--- config.mk ---
export PLATFORM = sky130hd
export DESIGN_NAME = epoch_seconds_to_calendar_unit_flat
export DESIGN_NICKNAME = d
export VERILOG_FILES = /design/src/hw/rtl/ecal_pkg.sv /design/src/hw/rtl/ecal_req_if.sv /design/src/hw/rtl/ecal_rsp_if.sv /design/src/hw/rtl/ecal_datapath.sv /design/src/hw/rtl/ecal_ctrl.sv /design/src/hw/rtl/epoch_seconds_to_calendar_unit.sv /design/src/flat_wrapper.sv
export SDC_FILE = /design/constraint.sdc
export NUM_CORES = 1
export LEC_CHECK = 0
export BUFFER_PORTS_ARGS = -buffer_cell sky130_fd_sc_hd__buf_2
export CAP_MARGIN = 20
export CORE_MARGIN = 2
export CORE_UTILIZATION = 53
export CTS_BUF_LIST = sky130_fd_sc_hd__clkbuf_16
export DETAILED_ROUTE_END_ITERATION = 7
export PLACE_DENSITY = 0.78
export SLEW_MARGIN = 30
export SYNTH_ARGS = -nofsm -noshare
export SYNTH_HDL_FRONTEND = slang
export SYNTH_SLANG_ARGS = --single-unit
--- constraint.sdc ---
create_clock -name clock -period 4.9 [get_ports clock]
set_clock_uncertainty 0.15 [all_clocks]
set_input_delay 0.245 -clock clock [delete_from_list [all_inputs] [get_ports clock]]
set_output_delay 0.245 -clock clock [all_outputs]
set_load 0.05 [all_outputs]
--- src/hw/rtl/ecal_pkg.sv ---
// ----------------------------------------------------------------------------
// ecal_pkg
// Types, constants and small tables shared by the epoch to calendar unit.
// ----------------------------------------------------------------------------
`default_nettype none

package ecal_pkg;

   localparam int EPOCH_WIDTH = 35;
   localparam int SHIFTED_WIDTH = 34;
   localparam int YEAR_WIDTH = 12;

   localparam logic signed [EPOCH_WIDTH-1:0] MIN_SECONDS = -35'sd2208988800;
   localparam logic signed [EPOCH_WIDTH-1:0] MAX_SECONDS = 35'sd13569465599;
   localparam logic [EPOCH_WIDTH-1:0] EPOCH_OFFSET = 35'd2208988800;

   localparam logic [SHIFTED_WIDTH-1:0] SECS_PER_DAY = 34'd86400;
   localparam logic [SHIFTED_WIDTH-1:0] SECS_PER_HOUR = 34'd3600;
   localparam logic [SHIFTED_WIDTH-1:0] SECS_PER_MIN = 34'd60;
   localparam logic [SHIFTED_WIDTH-1:0] YEAR_SECS_LEAP = 34'd31622400;
   localparam logic [SHIFTED_WIDTH-1:0] YEAR_SECS_COMMON = 34'd31536000;

   localparam logic [YEAR_WIDTH-1:0] FIRST_YEAR = 12'd1900;
   localparam logic [YEAR_WIDTH-1:0] LAST_YEAR = 12'd2399;
   localparam logic [3:0] LAST_MONTH = 4'd11;
   localparam logic [6:0] CENTURY_LAST = 7'd99;
   localparam logic [8:0] QUAD_CENTURY_LAST = 9'd399;
   // 1900 sits at offset 300 within its 400-year cycle.
   localparam logic [8:0] QUAD_CENTURY_START = 9'd300;
   // 1900-01-01 was a Monday.
   localparam logic [2:0] FIRST_WEEKDAY_BIAS = 3'd1;

   typedef struct packed {
      logic signed [34:0] epoch_seconds;
   } req_type;

   typedef struct packed {
      logic        in_range;
      logic [11:0] year;
      logic [3:0]  month;
      logic [4:0]  day_of_month;
      logic [8:0]  day_of_year;
      logic [2:0]  weekday;
      logic [4:0]  hour;
      logic [5:0]  minute;
      logic [5:0]  second;
   } rsp_type;

   typedef enum logic [2:0] {
      ST_IDLE,
      ST_YEARS,
      ST_MONTHS,
      ST_DAYS,
      ST_HOURS,
      ST_MINUTES,
      ST_DONE
   } ctrl_state_type;

   typedef struct packed {
      logic load;
      logic year_step;
      logic month_step;
      logic day_step;
      logic hour_step;
      logic minute_step;
      logic publish;
   } cmd_type;

   typedef struct packed {
      logic range_ok;
      logic year_more;
      logic month_more;
      logic day_more;
      logic hour_more;
      logic minute_more;
   } status_type;

   function automatic logic [4:0] month_days(input logic [3:0] month, input logic leap);
      logic [4:0] len;
      case (month)
         4'd0, 4'd2, 4'd4, 4'd6, 4'd7, 4'd9, 4'd11: len = 5'd31;
         4'd3, 4'd5, 4'd8, 4'd10:                   len = 5'd30;
         4'd1:                                      len = leap ? 5'd29 : 5'd28;
         default:                                   len = 5'd31;
      endcase
      return len;
   endfunction

   function automatic logic [SHIFTED_WIDTH-1:0] month_seconds(input logic [4:0] len);
      logic [SHIFTED_WIDTH-1:0] secs;
      case (len)
         5'd28:   secs = 34'd2419200;
         5'd29:   secs = 34'd2505600;
         5'd30:   secs = 34'd2592000;
         default: secs = 34'd2678400;
      endcase
      return secs;
   endfunction

endpackage

`default_nettype wire

--- src/hw/rtl/ecal_req_if.sv ---
// ----------------------------------------------------------------------------
// ecal_req_if
// Valid/ready channel carrying one conversion request.
// ----------------------------------------------------------------------------
`default_nettype none

interface ecal_req_if;
   import ecal_pkg::*;

   logic    valid;
   logic    ready;
   req_type data;

   modport source (output valid, output data, input ready);
   modport sink (input valid, input data, output ready);
endinterface

`default_nettype wire

--- src/hw/rtl/ecal_rsp_if.sv ---
// ----------------------------------------------------------------------------
// ecal_rsp_if
// Valid/ready channel carrying one calendar breakdown.
// ----------------------------------------------------------------------------
`default_nettype none

interface ecal_rsp_if;
   import ecal_pkg::*;

   logic    valid;
   logic    ready;
   rsp_type data;

   modport source (output valid, output data, input ready);
   modport sink (input valid, input data, output ready);
endinterface

`default_nettype wire

--- src/hw/rtl/ecal_datapath.sv ---
// ----------------------------------------------------------------------------
// ecal_datapath
// Working registers: year, month and day walks over the seconds count, time
// of day split, and the result register.
// ----------------------------------------------------------------------------
`default_nettype none

module ecal_datapath (
   input  wire logic               clock,
   input  wire ecal_pkg::req_type  req_data,
   input  wire ecal_pkg::cmd_type  cmd,
   output      ecal_pkg::status_type status,
   output      ecal_pkg::rsp_type  rsp_data
);
   import ecal_pkg::*;

   logic [SHIFTED_WIDTH-1:0] secs_ff, secs_in;
   logic [YEAR_WIDTH-1:0]    year_ff, year_in;
   logic [1:0]               y4_ff, y4_in;
   logic [6:0]               y100_ff, y100_in;
   logic [8:0]               y400_ff, y400_in;
   logic [3:0]               month_ff, month_in;
   logic [4:0]               mday_ff, mday_in;
   logic [8:0]               yday_ff, yday_in;
   logic [2:0]               wday_ff, wday_in;
   logic [4:0]               hour_ff, hour_in;
   logic [5:0]               minute_ff, minute_in;
   logic                     in_range_ff, in_range_in;
   rsp_type                  rsp_ff, rsp_in;

   logic [EPOCH_WIDTH-1:0]   shifted;
   logic                     leap;
   logic [SHIFTED_WIDTH-1:0] year_secs;
   logic [4:0]               mon_len;
   logic [SHIFTED_WIDTH-1:0] mon_secs;
   logic [2:0]               year_shift;
   logic [2:0]               month_shift;

   function automatic logic [2:0] wday_add(input logic [2:0] wday, input logic [2:0] shift);
      logic [3:0] sum;
      sum = {1'b0, wday} + {1'b0, shift};
      return (sum >= 4'd7) ? 3'(sum - 4'd7) : sum[2:0];
   endfunction

   assign shifted = req_data.epoch_seconds + EPOCH_OFFSET;

   assign leap = (y4_ff == 2'd0) && ((y100_ff != 7'd0) || (y400_ff == 9'd0));
   assign year_secs = leap ? YEAR_SECS_LEAP : YEAR_SECS_COMMON;
   assign mon_len = month_days(month_ff, leap);
   assign mon_secs = month_seconds(mon_len);
   // A common year moves the weekday by one, a leap year by two; a month
   // moves it by its length beyond four whole weeks.
   assign year_shift = leap ? 3'd2 : 3'd1;
   assign month_shift = 3'(mon_len - 5'd28);

   always_comb begin
      status.range_ok = (req_data.epoch_seconds >= MIN_SECONDS) &&
                        (req_data.epoch_seconds <= MAX_SECONDS);
      status.year_more = (year_ff < LAST_YEAR) && (secs_ff >= year_secs);
      status.month_more = (month_ff < LAST_MONTH) && (secs_ff >= mon_secs);
      status.day_more = (secs_ff >= SECS_PER_DAY);
      status.hour_more = (secs_ff >= SECS_PER_HOUR);
      status.minute_more = (secs_ff >= SECS_PER_MIN);
   end

   always_comb begin
      secs_in = secs_ff;
      year_in = year_ff;
      y4_in = y4_ff;
      y100_in = y100_ff;
      y400_in = y400_ff;
      month_in = month_ff;
      mday_in = mday_ff;
      yday_in = yday_ff;
      wday_in = wday_ff;
      hour_in = hour_ff;
      minute_in = minute_ff;
      in_range_in = in_range_ff;
      rsp_in = rsp_ff;

      if (cmd.load) begin
         secs_in = shifted[SHIFTED_WIDTH-1:0];
         year_in = FIRST_YEAR;
         y4_in = '0;
         y100_in = '0;
         y400_in = QUAD_CENTURY_START;
         month_in = '0;
         mday_in = '0;
         yday_in = '0;
         wday_in = FIRST_WEEKDAY_BIAS;
         hour_in = '0;
         minute_in = '0;
         in_range_in = status.range_ok;
      end

      if (cmd.year_step) begin
         secs_in = secs_ff - year_secs;
         year_in = year_ff + 12'd1;
         y4_in = y4_ff + 2'd1;
         y100_in = (y100_ff == CENTURY_LAST) ? 7'd0 : y100_ff + 7'd1;
         y400_in = (y400_ff == QUAD_CENTURY_LAST) ? 9'd0 : y400_ff + 9'd1;
         wday_in = wday_add(wday_ff, year_shift);
      end

      if (cmd.month_step) begin
         secs_in = secs_ff - mon_secs;
         month_in = month_ff + 4'd1;
         yday_in = yday_ff + {4'b0000, mon_len};
         wday_in = wday_add(wday_ff, month_shift);
      end

      if (cmd.day_step) begin
         secs_in = secs_ff - SECS_PER_DAY;
         mday_in = mday_ff + 5'd1;
         yday_in = yday_ff + 9'd1;
         wday_in = wday_add(wday_ff, 3'd1);
      end

      if (cmd.hour_step) begin
         secs_in = secs_ff - SECS_PER_HOUR;
         hour_in = hour_ff + 5'd1;
      end

      if (cmd.minute_step) begin
         secs_in = secs_ff - SECS_PER_MIN;
         minute_in = minute_ff + 6'd1;
      end

      if (cmd.publish) begin
         if (in_range_ff) begin
            rsp_in.in_range = 1'b1;
            rsp_in.year = year_ff;
            rsp_in.month = month_ff;
            rsp_in.day_of_month = mday_ff + 5'd1;
            rsp_in.day_of_year = yday_ff;
            rsp_in.weekday = wday_ff;
            rsp_in.hour = hour_ff;
            rsp_in.minute = minute_ff;
            rsp_in.second = secs_ff[5:0];
         end else begin
            rsp_in = '0;
         end
      end
   end

   always_ff @(posedge clock) begin
      secs_ff <= secs_in;
      year_ff <= year_in;
      y4_ff <= y4_in;
      y100_ff <= y100_in;
      y400_ff <= y400_in;
      month_ff <= month_in;
      mday_ff <= mday_in;
      yday_ff <= yday_in;
      wday_ff <= wday_in;
      hour_ff <= hour_in;
      minute_ff <= minute_in;
      in_range_ff <= in_range_in;
      rsp_ff <= rsp_in;
   end

   assign rsp_data = rsp_ff;

endmodule

`default_nettype wire

--- src/hw/rtl/ecal_ctrl.sv ---
// ----------------------------------------------------------------------------
// ecal_ctrl
// Sequencer for the conversion phases and owner of the result valid flag.
// ----------------------------------------------------------------------------
`default_nettype none

module ecal_ctrl (
   input  wire logic                   clock,
   input  wire logic                   reset,
   input  wire logic                   req_valid,
   output      logic                   req_ready,
   output      logic                   rsp_valid,
   input  wire logic                   rsp_ready,
   input  wire ecal_pkg::status_type   status,
   output      ecal_pkg::cmd_type      cmd
);
   import ecal_pkg::*;

   ctrl_state_type             state_ff, state_in;
   logic                       rsp_full_ff, rsp_full_in;
   logic                       accept;

   assign req_ready = (state_ff == ST_IDLE);
   assign accept = req_valid && req_ready;
   assign rsp_valid = rsp_full_ff;

   always_ff @(posedge clock) begin
      if (reset) begin
         state_ff <= ST_IDLE;
         rsp_full_ff <= 1'b0;
      end else begin
         state_ff <= state_in;
         rsp_full_ff <= rsp_full_in;
      end
   end

   always_comb begin
      state_in = state_ff;
      cmd = '0;

      unique case (state_ff)
         ST_IDLE: begin
            if (accept) begin
               cmd.load = 1'b1;
               // An out of range request skips straight to the result.
               state_in = status.range_ok ? ST_YEARS : ST_DONE;
            end
         end
         ST_YEARS: begin
            if (status.year_more) begin
               cmd.year_step = 1'b1;
            end else begin
               state_in = ST_MONTHS;
            end
         end
         ST_MONTHS: begin
            if (status.month_more) begin
               cmd.month_step = 1'b1;
            end else begin
               state_in = ST_DAYS;
            end
         end
         ST_DAYS: begin
            if (status.day_more) begin
               cmd.day_step = 1'b1;
            end else begin
               state_in = ST_HOURS;
            end
         end
         ST_HOURS: begin
            if (status.hour_more) begin
               cmd.hour_step = 1'b1;
            end else begin
               state_in = ST_MINUTES;
            end
         end
         ST_MINUTES: begin
            if (status.minute_more) begin
               cmd.minute_step = 1'b1;
            end else begin
               state_in = ST_DONE;
            end
         end
         ST_DONE: begin
            if (!rsp_full_ff || rsp_ready) begin
               cmd.publish = 1'b1;
               state_in = ST_IDLE;
            end
         end
         default: begin
            state_in = ST_IDLE;
         end
      endcase
   end

   always_comb begin
      if (cmd.publish) begin
         rsp_full_in = 1'b1;
      end else if (rsp_ready) begin
         rsp_full_in = 1'b0;
      end else begin
         rsp_full_in = rsp_full_ff;
      end
   end

   // A result must never overwrite one that is still waiting.
   assert property (@(posedge clock) disable iff (reset)
      cmd.publish |-> (!rsp_full_ff || rsp_ready))
      else $error("result register overwritten while full");

   // An out of range request goes straight to the result phase.
   assert property (@(posedge clock) disable iff (reset)
      (accept && !status.range_ok) |=> (state_ff == ST_DONE))
      else $error("out of range request did not skip the walks");

   // A waiting result stays valid until it is taken.
   assert property (@(posedge clock) disable iff (reset)
      (rsp_valid && !rsp_ready) |=> rsp_valid)
      else $error("result dropped before it was taken");

   // An accepted request starts the year walk, or the result phase if out of range.
   assert property (@(posedge clock) disable iff (reset)
      accept |=> (state_ff == ST_YEARS || state_ff == ST_DONE))
      else $error("accepted request did not start a conversion");

endmodule

`default_nettype wire

--- src/hw/rtl/epoch_seconds_to_calendar_unit.sv ---
// Sequence: an out of range request goes from accept straight to publishing the
// result; otherwise the unit walks years, months, days, hours and minutes one step
// at a time (at most 499, 11, 30, 23 and 59 steps), leaves each walk, then publishes.
// Throughput: one request per conversion; the next request is taken as soon as
// the result is in the output register, even while that result waits.
// Reset: synchronous, active high; clears the sequencer and the result valid.
`default_nettype none

// ----------------------------------------------------------------------------
// epoch_seconds_to_calendar_unit
// Breaks signed Unix seconds into a UTC calendar date and time of day.
// ----------------------------------------------------------------------------
module epoch_seconds_to_calendar_unit (
   input wire logic clock,
   input wire logic reset,
   ecal_req_if.sink   req_port,
   ecal_rsp_if.source rsp_port
);
   import ecal_pkg::*;

   cmd_type    cmd;
   status_type status;

   ecal_ctrl u_ctrl (
      .clock     (clock),
      .reset     (reset),
      .req_valid (req_port.valid),
      .req_ready (req_port.ready),
      .rsp_valid (rsp_port.valid),
      .rsp_ready (rsp_port.ready),
      .status    (status),
      .cmd       (cmd)
   );

   ecal_datapath u_datapath (
      .clock    (clock),
      .req_data (req_port.data),
      .cmd      (cmd),
      .status   (status),
      .rsp_data (rsp_port.data)
   );

endmodule

`default_nettype wire

--- src/flat_wrapper.sv ---
// flat-port wrapper written by rule: the top's interface ports become plain ports
module epoch_seconds_to_calendar_unit_flat import ecal_pkg::*;
  (clock, reset, req_port_valid, req_port_data, req_port_ready, rsp_port_valid, rsp_port_data, rsp_port_ready);
  ecal_req_if req_port_i ();
  ecal_rsp_if rsp_port_i ();
  input wire logic clock;
  input wire logic reset;
  input wire logic [$bits(req_port_i.valid)-1:0] req_port_valid;
  input wire logic [$bits(req_port_i.data)-1:0] req_port_data;
  output wire logic [$bits(req_port_i.ready)-1:0] req_port_ready;
  output wire logic [$bits(rsp_port_i.valid)-1:0] rsp_port_valid;
  output wire logic [$bits(rsp_port_i.data)-1:0] rsp_port_data;
  input wire logic [$bits(rsp_port_i.ready)-1:0] rsp_port_ready;
  assign req_port_i.valid = req_port_valid;
  assign req_port_i.data = req_port_data;
  assign req_port_ready = req_port_i.ready;
  assign rsp_port_valid = rsp_port_i.valid;
  assign rsp_port_data = rsp_port_i.data;
  assign rsp_port_i.ready = rsp_port_ready;
  epoch_seconds_to_calendar_unit u_core (.clock(clock), .reset(reset), .req_port(req_port_i), .rsp_port(rsp_port_i));
endmodule
Yosys cells after proc, flatten, opt, wreduce, memory -nomap -nowiden

Index checks and enable logic that the tools add are counted.

Add/sub/neg operators: 23
Magnitude comparators: 12
Equality and inequality tests: 23
Muxes and demuxes: 64
Reduce and logical (&&, ||, !) cells: 23

Operators by type and width:

| cell                     | count |
|---|---|
| $mux W34                 | 6 |
| $pmux W20 S3             | 1 |
| $mux W9                  | 6 |
| $mux W51                 | 1 |
| $mux W3                  | 15 |
| $ge A35 B33 Y1 const B   | 1 |
| $le A35 B35 Y1 const B   | 1 |
| $add A34 B32 Y34 const B | 1 |
| $ge A34 B12 Y1 const B   | 1 |
| $ge A34 B17 Y1 const B   | 1 |
| $ge A34 B25 Y1           | 1 |
| $ge A34 B34 Y1           | 1 |
| $ge A34 B6 Y1 const B    | 1 |
| $sub A34 B12 Y34 const B | 1 |
| $sub A34 B17 Y34 const B | 1 |
| $sub A34 B25 Y34         | 1 |
| $sub A34 B34 Y34         | 1 |
| $sub A34 B6 Y34 const B  | 1 |
| $mux W12                 | 2 |
| $mux W7                  | 3 |
| $pmux W3 S7              | 1 |
| $add A9 B1 Y9 const B    | 2 |
| $mux W18                 | 1 |
| $mux W1                  | 17 |
| 44 further kinds         | 77 |

Register bits: 152
Input bits: 39
Output and inout bits: 53
Word-level logic and storage cells: 168

Longest topological paths before layout

Depth after elaboration: 15
Gate-level depth with buffers: 21
Mapped depth without buffers: 19

Cells and area by module

A second synthesis with hierarchy kept.

Cells, all modules: 1427
Area total of the unflattened synthesis: 12633.4 um2

By module, submodules not included:

| module        | instances | cells an instance | area an instance (um2) | seq. area each (um2) |
|---|---|---|---|---|
| ecal_datapath | 1         | 1385              | 12299.3                | 4444.3 |
| ecal_ctrl     | 1         | 42                | 334.1                  | 80.1 |

Worst setup path before layout

Ideal clock, no wire load.

Path kind: flip-flop to flip-flop
Start point: register u_core.u_ctrl.state_ff[1]
End point: register u_core.u_datapath.rsp_ff (netlist bit u_core.u_datapath.rsp_data[0]) (enable)
Library setup time: 0.523 ns
Arrival time: 4.388 ns
Required time: 4.227 ns
Setup slack: -0.161 ns
Cell stages (with the launch flop): 5
Path buffers: 2
Clock period less this slack: 5.061 ns
Cells stage by stage: dfxtp_1 -> clkbuf_1 -> clkbuf_1 -> nand2_1 -> nor3_1

RTL lines:

| what                   | RTL line             | source |
|---|---|---|
| start, declared        | ecal_ctrl.sv:19      | `ctrl_state_type state_ff, state_in;` |
| start signal, assigned | ecal_ctrl.sv:32      | `state_ff <= state_in;` |
| end signal, assigned   | ecal_datapath.sv:159 | `rsp_ff <= rsp_in;` |
| end, declared          | ecal_datapath.sv:29  | `rsp_type rsp_ff, rsp_in;` |

Final worst setup path

Start point: register u_core.u_datapath.y400_ff[3]
End point: register u_core.u_datapath.secs_ff[15] (data pin)

Word-level cells in the longest chain between the ends: 15
Elaborated cells on any way between the ends: 25
Classes of those cells: add/sub: 2; order compare: 2; eq/ne: 3; mux: 13; reduce/logical: 5

Ends and longest elaborated chain:

| what                              | RTL line             | source |
|---|---|---|
| start, declared                   | ecal_datapath.sv:21  | `logic [8:0] y400_ff, y400_in;` |
| start signal, assigned            | ecal_datapath.sv:151 | `y400_ff <= y400_in;` |
| $logic_not A9 Y1 (*)              | ecal_datapath.sv:47  | `assign leap = (y4_ff == 2'd0) && ((y100_ff != 7'd0) \|\| (y400_ff == 9'd0));` |
| $logic_or A1 B1 Y1 (*)            | ecal_datapath.sv:47  |  |
| $logic_and A1 B1 Y1 (*)           | ecal_datapath.sv:47  |  |
| $mux W1                           | ecal_pkg.sv:83       | `4'd1: len = leap ? 5'd29 : 5'd28;` |
| $pmux W2 S2                       | ecal_pkg.sv:80       | `case (month)` |
| $eq A5 B5 Y1                      | ecal_pkg.sv:91       | `case (len)` |
| $pmux W20 S3                      | ecal_pkg.sv:91       |  |
| $ge A34 B34 Y1                    | ecal_datapath.sv:60  | `status.month_more = (month_ff < LAST_MONTH) && (secs_ff >= mon_secs);` |
| $logic_and A1 B1 Y1               | ecal_datapath.sv:60  |  |
| $mux W1                           | ecal_ctrl.sv:57      | `if (status.month_more) begin` |
| $mux W1                           | ecal_ctrl.sv:41      | `unique case (state_ff)` |
| $mux W34 (*)                      | ecal_datapath.sv:105 | `if (cmd.month_step) begin` |
| $mux W34 (*)                      | ecal_datapath.sv:112 | `if (cmd.day_step) begin` |
| $mux W34 (*)                      | ecal_datapath.sv:119 | `if (cmd.hour_step) begin` |
| $mux W34 (*)                      | ecal_datapath.sv:124 | `if (cmd.minute_step) begin` |
| via u_core.u_datapath.secs_in[15] | ecal_datapath.sv:17  | `logic [SHIFTED_WIDTH-1:0] secs_ff, secs_in;` |
| end signal, assigned              | ecal_datapath.sv:147 | `secs_ff <= secs_in;` |
| end, declared                     | ecal_datapath.sv:17  |  |

Mark *: on every way through the listed nets, which the timed path passes. The rest lies on a longest branch.
A chain may end at the register's enable or synchronous reset.

==> impl_metrics.py <==
metrics = {
    "sta": {
        "period_minus_slack_ns": 4.619,
        "setup_violations": 0,
        "final_hold_viol_count": 0,
        "finalSetupTns_ns": 0,
        "grt_setup_unrepaired": "no",
        "maximum_achievable_frequency_mhz": 216.5,
        "layout_setup_ws_ns": 0.2809,
        "fraction_of_the_cycle_the_final_worst_path_needs_pct": 94.27,
        "drv_slew": 0,
        "worst_slew_margin_pct": 43.47,
        "worst-slew-pin-transition_ns": 0.8409,
    },
    "route": {
        "drtIter0Drc": 1335,
        "number_of_drc_violations_after_detailed_routing": 0,
        "wl_per_cell_um": 20.89,
        "met2WireLength_um": 16780,
        "route.vias.total": 11453,
        "detailroute.wirelength.met3_um": 3284,
        "finalWirelength_um": 36690,
        "drtAntennaViolNets": 0,
        "dr.pass1.iters": 6,
        "drt-met1-wl_um": 14850,
        "routed.top_layer": "met4",
        "drt-vias-per-instance": 6.522,
    },
    "global_routing": {
        "global_route_wire_length_before_repair_um": 58310,
        "first_global_vias": 10940,
        "overflow": 0,
        "grt_max_degree": 52,
        "grt_util_all_layers_pct": 30.60,
        "grt_antenna_before_repair": 0,
    },
    "clock_tree": {
        "cts_clock_pin_slew_for_the_worst_setup_and_hold_paths_ns": 0.07,
        "cts_sinks": 152,
        "cts_made_buffers": 17,
        "cts_buffer_depth": 2,
        "tritoncts": "built",
        "cts-htree-levels": 4,
        "clock_latency_ns": 0.44,
        "cts_setup_buffers": 0,
        "clk_root_buffer_cell": "sky130_fd_sc_hd__clkbuf_16",
    },
    "final_layout": {
        "final_cell_area_um2": 13710,
        "multi_input_area_um2": 7222,
        "final_layout_size_suffix_gt1_share_pct": 13.12,
        "final-seq-area_um2": 4524,
        "antenna_cells": 0,
        "layout-area-overhead-vs-synth_pct": 11.48,
        "filler_cell_count": 1972,
        "layout.nets": 1560,
    },
    "floorplan": {
        "floorplan.io_pins": 92,
        "core_area_um2": 22710,
        "die_h_um": 156.3,
        "die_x_um": 156.3,
        "fp-row-count": 55,
        "die_area_um2": 24440,
        "floorplan.initialDensity_pct": 54.17,
    },
    "synth": {
        "synthesis.area_um2": 12300,
        "synth_unique_cells": 89,
        "synth_async_sr_flop_share_pct": 0,
        "seq_area_frac_synth_pct": 36.78,
        "yosys_register_bits": 152,
        "syn_inst": 1395,
        "dominantRegCellSynth": "sky130_fd_sc_hd__edfxtp_1",
        "synth_nets": 1497,
        "synth_warnings": 0,
        "synth-edff-count": 148,
        "syn_area_per_cell_um2": 8.818,
    },
    "setup_path": {
        "critical_path_peak_fanout": 21,
        "end_kind": "flip-flop",
        "critPathKind": "flip-flop to flip-flop",
        "worst-endpoint-arrival_ns": 4.65,
        "crit_required_ns": 4.93,
        "worst_setup_path_start_kind": "flip-flop",
    },
    "power": {
        "power.ir.vdd_worst_mv": 0.3195,
        "total_power_mw": 9.685,
        "p_per_area_nw_per_um2": 706.2,
        "cellLeakagePower_nw": 5.086,
    },
    "placement": {
        "gp_routability_congestion": 1.006,
        "numPortBuffers": 91,
        "dp_hpwl_um": 26550,
        "dpl-instance-area_um2": 13050,
        "pre_cts_ws_ns": 0.3487,
    },
    "worst_hold_path": {
        "hold_path.class": "input port to flip-flop",
    },
    "status": {
        "status": "complete, no violations",
    },
    "run": {
        "max_cap_violations": 0,
    },
}
==> report_power, final <==
part,internal [mW],switching (mW)
sequential,2.08,0.676
clock,0.723,0.620
combinational,2.16,3.42
==> final timing paths <==
check,start,to,slack (ns),cells after the start
max reg2reg,u_core.u_datapath.y400_ff[3],u_core.u_datapath.secs_ff[15],0.28,17
max,u_core.u_datapath.y400_ff[3],u_core.u_datapath.secs_ff[15],0.28,17
min reg2reg,u_core.u_datapath.secs_ff[0],u_core.u_datapath.rsp_data[0],0.40,1
min,rsp_port_ready,u_core.u_ctrl.rsp_valid,0.02,4
==> routing by layer <==
metal	track usage [%]	up-vias
li1	-	5271
met1	39.89	5396
met2	48.25	651
met3	6.231	135
met4	15.77	0
met5	0	-
==> critical path: stages (launching register included) <==
cell                       delay (ns)
sky130_fd_sc_hd__edfxtp_1        0.44
sky130_fd_sc_hd__nor4_1          0.36
sky130_fd_sc_hd__nand3_1         0.15
sky130_fd_sc_hd__nand4_1         0.13
sky130_fd_sc_hd__nand2_1         0.12
sky130_fd_sc_hd__o21ai_0         0.15
sky130_fd_sc_hd__and2_1          0.29
sky130_fd_sc_hd__ha_1            0.24
sky130_fd_sc_hd__inv_1           0.06
sky130_fd_sc_hd__ha_1            0.35
sky130_fd_sc_hd__nand4b_1        0.22
sky130_fd_sc_hd__nor4_1          0.38
sky130_fd_sc_hd__a31oi_1         0.19
sky130_fd_sc_hd__a31o_2          0.31
sky130_fd_sc_hd__buf_4           0.21
sky130_fd_sc_hd__o221ai_1        0.25
sky130_fd_sc_hd__a31oi_1         0.07
sky130_fd_sc_hd__a221o_1         0.28
==> synthesized netlist by cell type, types with 15 or more instances <==
cell type / instances / share of area, %
sky130_fd_sc_hd__nor4_1: 15 / 0.76
sky130_fd_sc_hd__nor2_1: 127 / 3.9
sky130_fd_sc_hd__o221ai_1: 19 / 1.4
sky130_fd_sc_hd__xnor2_1: 64 / 4.6
sky130_fd_sc_hd__o21ai_0: 68 / 2.8
sky130_fd_sc_hd__and2_1: 67 / 3.4
sky130_fd_sc_hd__and3_1: 15 / 0.76
sky130_fd_sc_hd__inv_1: 53 / 1.6
sky130_fd_sc_hd__nand4_1: 15 / 0.76
sky130_fd_sc_hd__buf_2: 18 / 0.73
sky130_fd_sc_hd__ha_1: 59 / 6.0
sky130_fd_sc_hd__edfxtp_1: 148 / 36
sky130_fd_sc_hd__nand2_1: 133 / 4.1
sky130_fd_sc_hd__clkbuf_1: 63 / 1.9
sky130_fd_sc_hd__a31oi_1: 18 / 0.92
sky130_fd_sc_hd__nor3_1: 40 / 1.6
sky130_fd_sc_hd__nand3_1: 48 / 2.0
sky130_fd_sc_hd__xor2_1: 62 / 4.4
sky130_fd_sc_hd__a211oi_1: 18 / 1.1
sky130_fd_sc_hd__o22ai_1: 17 / 0.86
sky130_fd_sc_hd__o21ai_1: 19 / 0.77
sky130_fd_sc_hd__a21oi_1: 73 / 3.0
==> flip-flops by register name, summed over array words and instances (netlist names) <==
register                       flops
u_core.u_datapath.y400_ff          9
u_core.u_datapath.in_range_ff      1
u_core.u_datapath.secs_ff         34
u_core.u_ctrl.state_ff             3
u_core.u_datapath.mday_ff          5
u_core.u_datapath.wday_ff          3
u_core.u_datapath.month_ff         4
u_core.u_datapath.year_ff         12
u_core.u_datapath.y100_ff          7
u_core.u_ctrl.rsp_valid            1
u_core.u_datapath.y4_ff            2
u_core.u_datapath.hour_ff          5
u_core.u_datapath.minute_ff        6
u_core.u_datapath.yday_ff          9
u_core.u_datapath.rsp_data        51
==> cell families after synthesis <==
kind of cell               after synthesis  share of synthesized area [%]
and+or+nand+nor                        548                          22.84
adders and majority gates               63                          6.652
muxes                                    6                         0.4883
buffers and inverters                  144                          4.791
AOI/OAI and AO/OA                      356                          19.48
DFF                                    152                          36.78
xor gates and xnor gates               126                          8.972
==> what timing repair did <==
item | CTS | global route
resized for setup | 0 | 2
hold buffers | 7 | 0
endpoints found under the setup margin | 0 | 3
hold endpoints to repair | 9 | 0
==> metrics by stage <==
step / util [%] / hold WS [ns] / cells
6_report: 60.39 / 0.01813 / 1756
5_1_grt: 60.39 / 0.02729 / 1756
4_1_cts: 60.35 / 0.006065 / 1756
3_5_place_dp: 57.48 / 0.3403 / 1717
3_3_place_gp: 57.48 / 0.3441 / 1717
2_1_floorplan: - / 0.1644 / 1395
==> layout by cell type, fill, tap and decap left out, types with 48 or more instances in the layout <==
master,count
sky130_fd_sc_hd__buf_2,91
sky130_fd_sc_hd__xnor2_1,64
sky130_fd_sc_hd__xor2_1,62
sky130_fd_sc_hd__and2_1,66
sky130_fd_sc_hd__ha_1,59
sky130_fd_sc_hd__nand2_1,133
sky130_fd_sc_hd__nand3_1,48
sky130_fd_sc_hd__nor2_1,127
sky130_fd_sc_hd__a21oi_1,73
sky130_fd_sc_hd__o21ai_0,67
sky130_fd_sc_hd__inv_1,54
sky130_fd_sc_hd__edfxtp_1,148
==> cell type report <==
type                            count  area share (%)
Clock inverter                     15           1.150
Multi-Input combinational cell   1099           52.66
Tap cell                          285           2.600
Timing Repair Buffer              135           6.040
Inverter                           53           1.451
Sequential cell                   152           32.99
Clock buffer                       17           3.102
Note: power is estimated with default switching activity, not from simulation.
